===== src/lpd_pkg.sv =====
// Shared types and constants for the length-prefixed deframer.
package lpd_pkg;

  localparam int HEADER_BYTES = 12;
  localparam int CMD_BYTES    = 4;
  localparam int ID_END       = 8;

  localparam logic [3:0]  HDR_LAST_COUNT  = 4'(HEADER_BYTES - 1);
  localparam logic [3:0]  CMD_END_COUNT   = 4'(CMD_BYTES);
  localparam logic [3:0]  ID_END_COUNT    = 4'(ID_END);
  localparam logic [23:0] MAX_LEN_RESET   = 24'h01_0000;

  typedef enum logic [1:0] {
    KIND_HEADER  = 2'd0,
    KIND_BODY    = 2'd1,
    KIND_INVALID = 2'd2
  } kind_t;

  // One buffered input beat handed from the input stage to the core.
  typedef struct packed {
    logic       valid;
    logic [7:0] data;
  } byte_beat_t;

endpackage


===== src/lpd_in_stage.sv =====
// Input register stage: holds one received byte until the core takes it.
module lpd_in_stage import lpd_pkg::*; (
  input  logic       clk,
  input  logic       rst,
  input  logic       s_tvalid,
  output logic       s_tready,
  input  logic [7:0] s_tdata,   // [7:0] in_byte
  input  logic       take,
  output byte_beat_t beat
);

  logic       valid;
  logic [7:0] data;

  assign s_tready = !valid || take;
  assign beat     = '{valid: valid, data: data};

  always_ff @(posedge clk) begin
    if (rst) begin
      valid <= 1'b0;
    end else if (s_tready) begin
      valid <= s_tvalid;
    end
  end

  always_ff @(posedge clk) begin
    if (s_tready && s_tvalid) begin
      data <= s_tdata;
    end
  end

endmodule


===== src/lpd_core.sv =====
// Deframer core: header assembly, body counting and the result register.
module lpd_core import lpd_pkg::*; (
  input  logic         clk,
  input  logic         rst,
  input  logic         cfg_wr_en,
  input  logic [23:0]  cfg_wr_data,
  input  byte_beat_t   beat,
  output logic         take,
  output logic         m_tvalid,
  input  logic         m_tready,
  output logic [103:0] m_tdata,
  output logic [1:0]   m_tuser,
  output logic         m_tlast
);

  logic [23:0] max_body_len;
  logic [3:0]  header_count, header_count_next;
  logic [31:0] cmd_word, cmd_word_next;
  logic [31:0] id_word, id_word_next;
  logic [31:0] len_word, len_word_next;
  logic [31:0] body_left, body_left_next;
  logic        in_body, in_body_next;
  logic        failed, failed_next;

  logic        res_valid;
  kind_t       res_kind;
  logic [7:0]  res_byte;
  logic        res_last;

  assign take = beat.valid && (!m_tvalid || m_tready);

  always_comb begin
    header_count_next = header_count;
    cmd_word_next     = cmd_word;
    id_word_next      = id_word;
    len_word_next     = len_word;
    body_left_next    = body_left;
    in_body_next      = in_body;
    failed_next       = failed;
    res_valid         = 1'b0;
    res_kind          = KIND_HEADER;
    res_byte          = 8'd0;
    res_last          = 1'b0;
    if (!failed) begin
      if (in_body) begin
        if (body_left != 32'd0) begin
          body_left_next = body_left - 32'd1;
        end
        res_valid = 1'b1;
        res_kind  = KIND_BODY;
        res_byte  = beat.data;
        if (body_left_next == 32'd0) begin
          in_body_next = 1'b0;
          res_last     = 1'b1;
        end
      end else begin
        // big-endian: shift the new byte into the low end of its word
        if (header_count < CMD_END_COUNT) begin
          cmd_word_next = {cmd_word[23:0], beat.data};
        end else if (header_count < ID_END_COUNT) begin
          id_word_next = {id_word[23:0], beat.data};
        end else begin
          len_word_next = {len_word[23:0], beat.data};
        end
        if (header_count < HDR_LAST_COUNT) begin
          header_count_next = header_count + 4'd1;
        end else begin
          header_count_next = 4'd0;
          res_valid         = 1'b1;
          if (len_word_next > {8'd0, max_body_len}) begin
            // oversized body: report once, then go deaf until reset
            failed_next = 1'b1;
            res_kind    = KIND_INVALID;
            res_last    = 1'b1;
          end else if (len_word_next == 32'd0) begin
            body_left_next = 32'd0;
            res_last       = 1'b1;
          end else begin
            body_left_next = len_word_next;
            in_body_next   = 1'b1;
          end
        end
      end
    end
  end

  always_ff @(posedge clk) begin
    if (rst) begin
      max_body_len <= MAX_LEN_RESET;
    end else if (cfg_wr_en) begin
      max_body_len <= cfg_wr_data;
    end
  end

  always_ff @(posedge clk) begin
    if (rst) begin
      header_count <= 4'd0;
      cmd_word     <= 32'd0;
      id_word      <= 32'd0;
      len_word     <= 32'd0;
      body_left    <= 32'd0;
      in_body      <= 1'b0;
      failed       <= 1'b0;
    end else if (take) begin
      header_count <= header_count_next;
      cmd_word     <= cmd_word_next;
      id_word      <= id_word_next;
      len_word     <= len_word_next;
      body_left    <= body_left_next;
      in_body      <= in_body_next;
      failed       <= failed_next;
    end
  end

  always_ff @(posedge clk) begin
    if (rst) begin
      m_tvalid <= 1'b0;
    end else if (take) begin
      m_tvalid <= res_valid;
    end else if (m_tready) begin
      m_tvalid <= 1'b0;
    end
  end

  always_ff @(posedge clk) begin
    if (take && res_valid) begin
      m_tdata <= {res_byte, len_word_next, id_word_next, cmd_word_next};
      m_tuser <= res_kind;
      m_tlast <= res_last;
    end
  end

endmodule


===== src/length_prefixed_deframer.sv =====
// Top level of the length-prefixed frame deframer.
//
//  channel  dir  handshake            payload
//  s_*      in   s_tvalid / s_tready  s_tdata[7:0] received byte
//  m_*      out  m_tvalid / m_tready  m_tdata, m_tuser kind, m_tlast frame end
//  cfg_*    in   cfg_wr_en            cfg_wr_data max_body_len
//
// One byte per cycle sustained while m_tready is high: each byte is held in
// the input register and turned into at most one result in the result
// register by the single header/body update between the two registers.
// Reset is synchronous; max_body_len returns to 65536 and the header
// count, words and failed flag clear. A stalled result holds the result
// register while one more byte waits in the input register.
module length_prefixed_deframer import lpd_pkg::*; (
  input  logic         clk,
  input  logic         rst,
  // configuration
  input  logic         cfg_wr_en,
  input  logic [23:0]  cfg_wr_data,   // [23:0] max_body_len
  // byte stream in
  input  logic         s_tvalid,
  output logic         s_tready,
  input  logic [7:0]   s_tdata,       // [7:0] in_byte
  // results out
  output logic         m_tvalid,
  input  logic         m_tready,
  output logic [103:0] m_tdata,       // [31:0] command, [63:32] req_tag,
                                      // [95:64] body_length, [103:96] body_byte
  output logic [1:0]   m_tuser,       // [1:0] kind
  output logic         m_tlast        // frame_last
);

  byte_beat_t beat;
  logic       take;

  // input register: decouples upstream from a stalled result
  lpd_in_stage u_in (
    .clk      (clk),
    .rst      (rst),
    .s_tvalid (s_tvalid),
    .s_tready (s_tready),
    .s_tdata  (s_tdata),
    .take     (take),
    .beat     (beat)
  );

  // frame state and result register
  lpd_core u_core (
    .clk         (clk),
    .rst         (rst),
    .cfg_wr_en   (cfg_wr_en),
    .cfg_wr_data (cfg_wr_data),
    .beat        (beat),
    .take        (take),
    .m_tvalid    (m_tvalid),
    .m_tready    (m_tready),
    .m_tdata     (m_tdata),
    .m_tuser     (m_tuser),
    .m_tlast     (m_tlast)
  );

endmodule


===== config.mk =====
export PLATFORM = sky130hd
export DESIGN_NAME = length_prefixed_deframer
export DESIGN_NICKNAME = d
export VERILOG_FILES = /design/src/lpd_pkg.sv /design/src/lpd_in_stage.sv /design/src/lpd_core.sv /design/src/length_prefixed_deframer.sv
export SDC_FILE = /design/constraint.sdc
export NUM_CORES = 1
export LEC_CHECK = 0
export CAP_MARGIN = 20
export CORE_UTILIZATION = 58
export DETAILED_ROUTE_END_ITERATION = 7
export DONT_BUFFER_PORTS = 1
export MAX_ROUTING_LAYER = met4
export PLACE_DENSITY_LB_ADDON = 0.2
export SLEW_MARGIN = 25
export SYNTH_ARGS = -nofsm -noshare
export SYNTH_HDL_FRONTEND = slang
export SYNTH_SLANG_ARGS = --single-unit

===== constraint.sdc =====
create_clock -name clk -period 7.02 [get_ports clk]
set_input_delay 0.702 -clock clk [delete_from_list [all_inputs] [get_ports clk]]
set_output_delay 0.702 -clock clk [all_outputs]
set_load 0.02 [all_outputs]

Word-level counts from Yosys, hierarchy flattened
Cells that the tools add are included.
Widths: inputs -> output; s select.

cells by class
  $add $sub $neg = 2
  $lt $le $gt $ge = 4
  equal/unequal tests = 2
  muxes and demuxes = 43
  bitwise operators = 2
  reductions and logical operators = 16

operators by type and width
  kind                   count
  $mux 32                20
  $logic_not 32->1       2
  $gt 32x24->1           1
  $reduce_bool 32->1     1
  $sub 32x1->32 const B  1
  $mux 1                 21
  $lt 4x4->1 const B     2
  $add 4x1->4 const B    1
  $lt 4x3->1 const B     1
  $mux 4                 1
  $ne 2x1->1 const B     2
  $reduce_and 4->1       1
  $logic_and 1x1->1      3
  $reduce_and 3->1       1
  $reduce_or 3->1        1
  $logic_not 1->1        2
  $logic_or 1x1->1       2
  $mux 2                 1
  $not 1->1              2
  $reduce_and 2->1       1
  $reduce_bool 2->1      1
  $reduce_or 2->1        1

word-level totals
  bits in registers = 275
  input bits = 37

Depth between registers and ports, before layout
  depth after elaboration = 10
  gate-level depth with buffers = 16

Hierarchy
From an unflattened synthesis, not the netlist that was laid out.

second synthesis, totals
  cells, all modules = 1313
  area, all modules = 12854.8 µm²

modules (own cells, without submodules)
  module        instances  cells each  area an instance (µm²)  sequential area each (µm²)
  lpd_core      1          1299        12552.0                 6396.1
  lpd_in_stage  1          14          302.8                   260.2

Least setup slack after synthesis
OpenSTA, ideal clock, no wires.

  path type = reg2reg
  start = register u_core.header_count[3]
  end = register u_core.body_left[21]
  data arrival time = 4364 ps
  data required time = 6886 ps
  path slack = 2523 ps
  cell stages (with the launch flop) = 16
  buffers on the path = 4
  clock period less this slack = 4497 ps
  cell sequence = dfxtp_1 -> clkbuf_1 -> buf_1 -> buf_1 -> mux2i_1 -> inv_1 -> ha_1 -> nand4_1 -> or4_1 -> a21oi_1 -> a2111oi_0 -> o311ai_1 -> nor2_1 -> o21ai_1 -> clkbuf_1 -> o22ai_1

between the ends
  cells in the longest elaborated chain, start to end = 10
  elaborated cells on any way between the ends = 16
  those cells by class = 4 x order compare; 2 x eq/ne; 8 x mux; 2 x reduce/logical

ends and longest elaborated chain
  what                                                   RTL line         RTL
  from (decl)                                            lpd_core.sv:17   logic [3:0] header_count, header_count_next;
  from (signal assigned)                                 lpd_core.sv:105  header_count <= header_count_next;
  branches (longest 10 deep; another with $gt 32x24->1)  -
  to (signal assigned)                                   lpd_core.sv:109  body_left <= body_left_next;
  to (decl)                                              lpd_core.sv:21   logic [31:0] body_left, body_left_next;

Several ways; the timed one is not identified. The select of a mux whose other input is x is not followed.
A chain may end at the register's enable or synchronous reset.

Worst setup path in the final report
  start = register u_core.header_count[3]
  end = register u_core.body_left[12]

Same word-level chain as after synthesis.

==> metrics.md <==
| Metric | Value |
|---|---|
| Outcome | `completed` |
| Vias in the first global route | `8670` |
| Routed Antenna Nets | `0` |
| Fraction of layout cells with a size suffix above 1 | `11.5%` |
| Netlist cell types | `59` |
| Area of the multi-input gates | `0.00532 mm^2` |
| FFs w/ async S/R, synth | `0%` |
| FP Rows | `53` |
| Sequential cell area | `0.00666 mm^2` |
| Die footprint | `0.0221 mm^2` |
| Crit-path cells | `mux2i_1 > inv_1 > ha_1 > nand4_1 > or4_1 > a21oi_1 > a2111oi_0 > o311ai_1 > o21a_1 > mux2i_1 > nor2_1` |
| # setup viols final | `0` |
| CP max stage cell | `dfxtp_4` |
| Iteration-0 DRC count of the detailed router | `919` |
| Max stage delay on crit path | `0.75 ns` |
| Via-to-Cell Ratio | `6.16` |
| Tightest Pin Transition | `0.940 ns` |
| CTS sink count | `275` |
| Min Clock Period, post-route | `4.35 ns` |
| Max-slew violation count | `0` |
| Max cap viols | `0` |
| Syn nets | `1326` |
| Num CTS Buffers | `27` |
| M1 GR Usage | `41.6%` |
| Count leader, synth | `nor2_1` |
| Cts-stage hold buffer count | `0` |
| Pre-CTS setup slack | `2.52 ns` |
| Cell mode on critical path | `mux2i_1` |
| Top Ports | `146` |
| Htree depth | `1` |
| Top cell type's share of synthesized area | `27.7%` |
| Chip width | `149 um` |
| Routed len/inst | `21.0 um` |
| Routability cong. | `0.957` |
| Post-route DRC violation count | `0` |
| Root Driver | `clkbuf_16` |
| Post-synth top cells | `nor2_1 (232), dfxtp_1 (160), edfxtp_1 (115), nor3_1 (88), nand2_1 (79)` |
| Area contributors post-synth | `edfxtp_1 (28%), dfxtp_1 (26%), nor2_1 (7.0%)` |
| Worst skew pair latency | `0.55 ns` |
| Clk_skew | `0.0121 ns` |
| CTS max path bufs | `3` |
| Cell taking the most area after synthesis | `edfxtp_1` |
| Met3 global-route usage | `5.86%` |
| Worst EP required | `7.46 ns` |
| Post-Syn Instances | `1262` |
| Most Crowded Layer GR | `met2` |
| Fin Setup TNS | `0 ns` |
| Worst Setup End Kind | `flip-flop` |
| Resized Gates After CTS | `0` |
| Peak VDD IR | `265 uV` |
| Total global-route track usage | `29.5%` |
| Area growth, synth to finish | `8.92%` |
| Fin nets | `1286` |
| Buf/Inv on CP | `1` |
| Grt met2 use | `43.4%` |
| Critical path class | `reg2reg` |
| Largest net degree at the start of global routing | `144` |
| Warnings, synthesis | `0` |
| RSZ-0062 raised after global routing | `false` |
| Final-layout fill cell count | `1671` |
| Core ar. | `0.0210 mm^2` |
| FF+latch count, synth | `275` |
| Seq/Total Area, Yosys | `53.4%` |
| Number of flops mapped to enable cells by yosys | `115` |
| Post-CTS Setup Bufs | `0` |
| Syn avg cell area | `9.88 um^2` |
| Most used flip-flop cell after synthesis | `dfxtp_1` |
| First-pass DRT Iterations | `5` |
| Hold Crit Class | `in2reg` |
| Final Hold Fails | `0` |
| Fmax | `230 MHz` |
| Crit path launch type | `flip-flop` |
| Core Util, Final | `64.6%` |
| Die Height | `149 um` |
| Final WS setup | `2.67 ns` |
| I/O Buffers | `0` |
| CP max FO | `40` |
| Slew HR | `36.8%` |
| CP delay by family, top | `compound AO/OA/AOI/OAI gates` |
| Final Cycle Share | `62.0%` |
| Detail Placement HPWL | `21600 um` |
| Initial Util | `59.3%` |
| Leakage | `5.12 nW` |
| WP data arrival | `4.79 ns` |
| Cell Area, Synth | `0.0125 mm^2` |
| CTS tree | `built` |
| Worst-path clk slew | `0.07 ns` |
| First-pass GRT wire length | `49100 um` |
| DRT Wirelength | `31900 um` |
| Via count | `9355` |
| Pwr Density | `259 mW/mm^2` |
| Hold Slack | `0.244 ns` |
| Antenna violations before repair | `1` |
| GRT overflow | `0` |
## registers in the layout, indices dropped and copies added, names as in the netlist
name and count:
u_core.body_left 32, u_core.cmd_word 32, u_core.failed 1, u_core.header_count 4
u_core.id_word 32, u_core.in_body 1, u_core.len_word 32, u_core.m_tdata 104
u_core.m_tlast 1, u_core.m_tuser 2, u_core.m_tvalid 1, u_core.max_body_len 24
u_in.data 8, u_in.valid 1
## cell type report
cell class / instances / share of cell area, %
Tap cell: 275 / 2.53
Inverter: 58 / 1.62
Antenna cell: 1 / 0.0184
Clock buffer: 38 / 5.73
Multi-Input combinational cell: 851 / 39.2
Clock inverter: 12 / 1.35
Sequential cell: 275 / 49.1
Timing Repair Buffer: 9 / 0.498
## worst paths after layout
path                                 from                 endpoint  slack (ns)  cells past startpoint
hold / removal                        rst      u_core.cmd_word[22]        0.24                      1
setup / recovery   u_core.header_count[3]     u_core.body_left[12]        2.67                     11
setup reg to reg   u_core.header_count[3]     u_core.body_left[12]        2.67                     11
hold reg to reg   u_core.max_body_len[19]  u_core.max_body_len[19]        0.49                      2
## layer usage
metal	up-vias	part of all wire (%)	wire [um]
met2	413	45	14400
li1	4424	-	-
met4	0	2.2	696
met3	59	8.5	2720
met5	-	0	0
met1	4459	44	14100
## per-stage QoR
step	instance area (um^2)	instances	power, mW
2_1_floorplan	12500	1262	1.95
3_3_place_gp	12600	1468	1.99
3_5_place_dp	12600	1468	2.00
4_1_cts	13600	1518	3.54
5_1_grt	13600	1519	3.63
6_report	13600	1519	3.52
## cells in the final DEF (no fill, tap or decap), types with 28 or more instances in the layout
cell	netlist	final
o21ai_0	50	50
a21oi_1	28	28
clkbuf_16	0	28
inv_1	58	57
a211oi_1	29	29
nor3_1	88	87
edfxtp_1	115	115
dfxtp_1	160	158
mux2_2	75	75
nand2_1	79	78
nor2_1	232	231
mux2i_1	60	60
## cells by family (layout without fill, tap and decap cells)
family          count (synthesis)  after routing  share of synthesized area (%)
simple gates                  492            492                           17.9
flops                         275            275                           53.4
compound gates                191            191                           9.85
buf+inv                       136            117                           4.09
mux                           135            135                           11.6
fa+ha+maj                      27             27                           2.71
xor+xnor                        6              6                          0.421
other cells                     0              1                              0
## worst reg2reg max path: stages (launching register included)
cell	delay [ns]
dfxtp_4	0.75
mux2i_1	0.52
inv_1	0.11
ha_1	0.31
nand4_1	0.09
or4_1	0.55
a21oi_1	0.14
a2111oi_0	0.10
o311ai_1	0.74
o21a_1	0.63
mux2i_1	0.26
nor2_1	0.05
## report_power, final
group / leakage [nW] / internal [mW] / switching (mW) / total (mW)
logic: 2.32 / 0.0917 / 0.128 / 0.220
clock network: 0.467 / 0.926 / 0.620 / 1.55
registers: 2.33 / 1.71 / 0.0408 / 1.75
total: 5.12 / 2.73 / 0.789 / 3.52
(Power assumes the default switching activity.)
